$ cat config.mk
export PLATFORM = sky130hd
export DESIGN_NAME = aplt_ctrl
export DESIGN_NICKNAME = d
export VERILOG_FILES = /design/src/hw/rtl/aplt_pkg.sv /design/src/hw/rtl/aplt_ctrl.sv
export SDC_FILE = /design/constraint.sdc
export NUM_CORES = 1
export LEC_CHECK = 0
export BUFFER_PORTS_ARGS = -buffer_cell sky130_fd_sc_hd__buf_2
export CORE_AREA = 2 2 39 41
export DETAILED_ROUTE_END_ITERATION = 16
export DIE_AREA = 0 0 41 43
export GPL_ROUTABILITY_DRIVEN = 0
export PLACE_DENSITY_LB_ADDON = 0.05
export SYNTH_ARGS = -nofsm -noshare
export SYNTH_HDL_FRONTEND = slang
export SYNTH_SLANG_ARGS = --single-unit
$ cat constraint.sdc
create_clock -name clk -period 1.4 [get_ports clk]
set_input_delay 0.21 -clock clk [delete_from_list [all_inputs] [get_ports clk]]
set_output_delay 0.21 -clock clk [all_outputs]
set_load 0.05 [all_outputs]
$ cat src/hw/rtl/aplt_pkg.sv
// Shared types and constants for the aging port learning table.
// No dependencies; compiled first.
`default_nettype none

package aplt_pkg;

    localparam int OP_W      = 3;
    localparam int KEY_W     = 24;
    localparam int TAG_W     = KEY_W + 1;
    localparam int PORT_W    = 4;
    localparam int TIME_W    = 48;
    localparam int AGE_W     = 32;
    localparam int APB_DW    = 32;
    localparam int APB_AW    = 3;

    localparam int DEPTH_DEFAULT = 64;
    localparam int PORT_COUNT    = 16;
    localparam int PORT_CMP_W    = 9;

    localparam logic [AGE_W-1:0]  AGING_RESET = AGE_W'(300);
    localparam logic [TIME_W-1:0] TIME_MAX    = '1;

    // opcodes
    localparam logic [OP_W-1:0] OP_TICK       = 3'd0;
    localparam logic [OP_W-1:0] OP_LEARN_PFX  = 3'd1;
    localparam logic [OP_W-1:0] OP_LEARN_SFX  = 3'd2;
    localparam logic [OP_W-1:0] OP_PIN_PFX    = 3'd3;
    localparam logic [OP_W-1:0] OP_LOOKUP_PFX = 3'd4;
    localparam logic [OP_W-1:0] OP_LOOKUP_SFX = 3'd5;

    // register index (word address bit above the byte offset)
    localparam logic REG_AGING = 1'b0;

    // one table slot; tag bit 24 marks a host suffix
    typedef struct packed {
        logic              valid;
        logic              pinned;
        logic [TAG_W-1:0]  tag;
        logic [PORT_W-1:0] port;
        logic [TIME_W-1:0] expiry;
    } slot_t;

    typedef struct packed {
        logic load;
        logic clr_wr;
        logic rd_en;
        logic commit;
    } cmd_t;

    typedef struct packed {
        logic cnt_last;
        logic needs_scan;
    } sts_t;

endpackage

`default_nettype wire

$ cat src/hw/rtl/aplt_ctrl.sv
// Sequencer for the learning table: clear sweep, slot scan, commit, result beat.
// Depends on aplt_pkg.
`default_nettype none

module aplt_ctrl import aplt_pkg::*; (
    input  wire logic clk,
    input  wire logic rst_n,
    input  wire logic in_valid,
    output logic      in_ready,
    output logic      out_valid,
    input  wire logic out_ready,
    output cmd_t      cmd,
    input  wire sts_t sts
);

    typedef enum logic [2:0] {
        S_CLEAR,
        S_IDLE,
        S_SCAN,
        S_DRAIN,
        S_DECIDE
    } state_t;

    state_t state_reg, state_next;
    logic   out_valid_reg, out_valid_next;
    logic   out_free;

    assign out_free  = !out_valid_reg || out_ready;
    assign in_ready  = (state_reg == S_IDLE);
    assign out_valid = out_valid_reg;

    always_comb
    begin
        cmd            = '0;
        state_next     = state_reg;
        out_valid_next = out_valid_reg && !out_ready;
        unique case (state_reg)
            S_CLEAR:
            begin
                cmd.clr_wr = 1'b1;
                if (sts.cnt_last)
                    state_next = S_IDLE;
            end
            S_IDLE:
            begin
                if (in_valid)
                begin
                    cmd.load   = 1'b1;
                    state_next = sts.needs_scan ? S_SCAN : S_DECIDE;
                end
            end
            S_SCAN:
            begin
                cmd.rd_en = 1'b1;
                if (sts.cnt_last)
                    state_next = S_DRAIN;
            end
            S_DRAIN:
            begin
                state_next = S_DECIDE;
            end
            S_DECIDE:
            begin
                if (out_free)
                begin
                    cmd.commit     = 1'b1;
                    out_valid_next = 1'b1;
                    state_next     = S_IDLE;
                end
            end
            default:
            begin
                state_next = S_IDLE;
            end
        endcase
    end

    always_ff @(posedge clk or negedge rst_n)
    begin
        if (!rst_n)
        begin
            state_reg     <= S_CLEAR;
            out_valid_reg <= 1'b0;
        end
        else
        begin
            state_reg     <= state_next;
            out_valid_reg <= out_valid_next;
        end
    end

    // one item in flight
    a_load_blocks: assert property (@(posedge clk) disable iff (!rst_n)
        cmd.load |=> !in_ready)
        else $error("input accepted again before commit");

    a_commit_shows: assert property (@(posedge clk) disable iff (!rst_n)
        cmd.commit |=> out_valid)
        else $error("commit did not produce a result beat");

    a_clear_once: assert property (@(posedge clk) disable iff (!rst_n)
        (state_reg != S_CLEAR) |=> (state_reg != S_CLEAR))
        else $error("clear sweep restarted");

endmodule

`default_nettype wire

==> reports/results.txt <==
status -> finished with violations
failing checks -> setup timing
Period minus WS final -> 1420 ps
RSZ-0062 raised after global routing -> true
post-synthesis sequential area ratio -> 0.465
most frequent cells in the layout -> buf_2, buf_4, nor2_1, clkbuf_4, buf_6
Core ar. -> 1380 um2
met3 routed WL -> 43 um
Final Util -> 0.280
f_max -> 0.702 GHz
initial DRC count -> 4
Detail Route Antenna Nets -> 0
Synth warnings -> 0
Syn-to-layout area delta -> 80.2%
largest net degree at the start of global routing -> 8
CTS Buf Count -> 3
1st-pass router iterations -> 3
CP Launch Point -> state_reg[0]
CTS tree -> yes
Clk network pwr share -> 0.135
initial core utilization -> 0.156
PortBufs -> 11
HPWL Detailed -> 453 um
initial antenna violation count -> 0
ANT cells -> 0
Syn Area/Cell -> 8.97 um2
TNS Setup -> -23.8 ps
worst r2r src -> state_reg[0]
wl on met1 -> 295 um
switching share of power -> 0.516
crit start category -> flip-flop
worst endpoint required time -> 1190 ps
Die Area -> 1760 um2
Rows -> 14
reg2reg setup slack -> 250 ps
DRC violations left -> 0
Reg area -> 103 um2
vias in the first global route -> 283
endpoints failing setup -> 1
part of the power in registers -> 0.217
P_sw -> 0.555 mW
total number of vias -> 245
Slew Viols, Final -> 0
final worst path period share -> 1.02
clock root buffer -> clkbuf_4
WL final -> 665 um
Max Clock Skew -> 1.62 ps
Critical Path AT -> 1210 ps
max_slew headroom -> 0.779
multi-input logic area -> 130 um2
first-pass GRT wire length -> 1180 um
Place WS -> 127 ps
Gate power share -> 0.648
final setup margin -> -23.8 ps
routed length per instance -> 11.5 um
end point of the critical path -> cmd[1]
most common cell after layout, fill and taps aside -> buf_2
wire length on met2 -> 306 um
power per cell area -> 2770 nW/um2
worst r2r dst -> state_reg[0]
Top Layer Used -> met4
Synth cell types -> 15
Vias/cell -> 4.22
All-Layer GR Usage -> 0.107
layout cells sized above 1 -> 0.595
CP max FO -> 6
Net Count, Synth -> 30
Mapped Area -> 215 um2
max-cap violations -> 0
Die X -> 41 um
FF-to-FF path depth -> 3
Overflow after GRT -> 0
NumNets Final -> 50
Fillers -> 149
Yosys top cell by area -> dfrtp_1
Crit. End Element -> primary output
Worst Path Class, Setup -> reg -> out
clk_lat worst skew -> 230 ps
worst hold path class -> in -> reg
I/O Pins -> 12
Leakage -> 0.190 nW
Area contributors post-synth -> dfrtp_1, nor2_1, mux2_4, nand2b_1, a21oi_1
Final Hold Fails -> 0
Worst-Margin Slew -> 331 ps
Int Pwr -> 0.521 mW
die height -> 43 um
Hold Slack -> 272 ps
number of flip-flops in the largest register -> 3
clock-pin transition on the worst setup and hold timing paths -> 40 ps
Synth Instances -> 24
maximum clock insertion buffer count -> 2
number of H-tree levels -> 1
post-synth top area share -> 0.465
number of synthesized register bits -> 4
worst-case vdd ir drop -> 1.33 mV
CTS Sinks -> 4
critical path, stage by stage (launching register included):
cell     delay, ps
dfrtp_2        440
or2b_1         250
nor2_1         120
buf_6          170
through the flow:
step | std cells | cell area, um2 | total power [mW]
3_3_place_gp | 52 | 314 | 0.847
3_5_place_dp | 52 | 314 | 0.836
5_1_grt | 58 | 388 | 1.16
4_1_cts | 58 | 383 | 1.07
6_report | 58 | 388 | 1.08
2_1_floorplan | 24 | 231 | 0.696
synthesized netlist by cell type:
| master | number |
|---|---|
| o21ai_0 | 1 |
| nor2_1 | 5 |
| nand2_1 | 1 |
| o21a_1 | 1 |
| nor3_1 | 1 |
| a21oi_1 | 2 |
| nor2b_1 | 1 |
| mux2_4 | 1 |
| nand3_1 | 1 |
| nand2b_1 | 2 |
| and2_1 | 1 |
| nand4b_1 | 1 |
| or2b_1 | 1 |
| inv_1 | 1 |
| dfrtp_1 | 4 |
how the worst min path moves through the flow:
stage	slack, ps	end	from	cells past startpoint
global placement	30	out_valid	rst_n	1
global route	290	state_reg[1]	sts[0]	3
detailed placement	30	out_valid	rst_n	1
floorplan	-90	out_valid	rst_n	0
finish	270	state_reg[1]	sts[0]	3
CTS	270	state_reg[1]	sts[0]	3
metal layers:
metal,vias up,GRT usage
li1,120,-
met1,109,0.126
met2,14,0.144
met3,2,0.0157
met4,0,0.120
met5,-,0
layout make-up:
class                   instances  share of cell area
inverters                       1             0.00968
flip-flops and latches          4               0.265
clock buffers                   3              0.0581
multi-input cells              19               0.335
repair buffers                 15               0.281
well taps                      16              0.0516
cell families (layout without fill, tap and decap cells):
group           count (synthesis)  in the layout  share of synthesized area
simple gates                   14             14                      0.343
compound gates                  4              4                      0.105
flops                           4              4                      0.465
mux                             1              1                     0.0697
buf+inv                         1             19                     0.0174
power groups by stage:
stage | clock, mW | combinational [mW] | sequential (mW)
final | 0.145 | 0.697 | 0.234
after global routing | 0.167 | 0.744 | 0.246
after CTS | 0.153 | 0.686 | 0.232
after detailed placement | 0 | 0.608 | 0.228
after global placement | 0 | 0.620 | 0.228
after floorplan | 0 | 0.417 | 0.279
timing repair:
item / CTS / global route
setup endpoints to repair: 5 / 5
resized for setup: 8 / 3
hold buffers: 1 / 0
setup buffers: 2 / 0
hold endpoints to repair: 4 / 0
No activity file was read; power rests on OpenSTA's default activity.
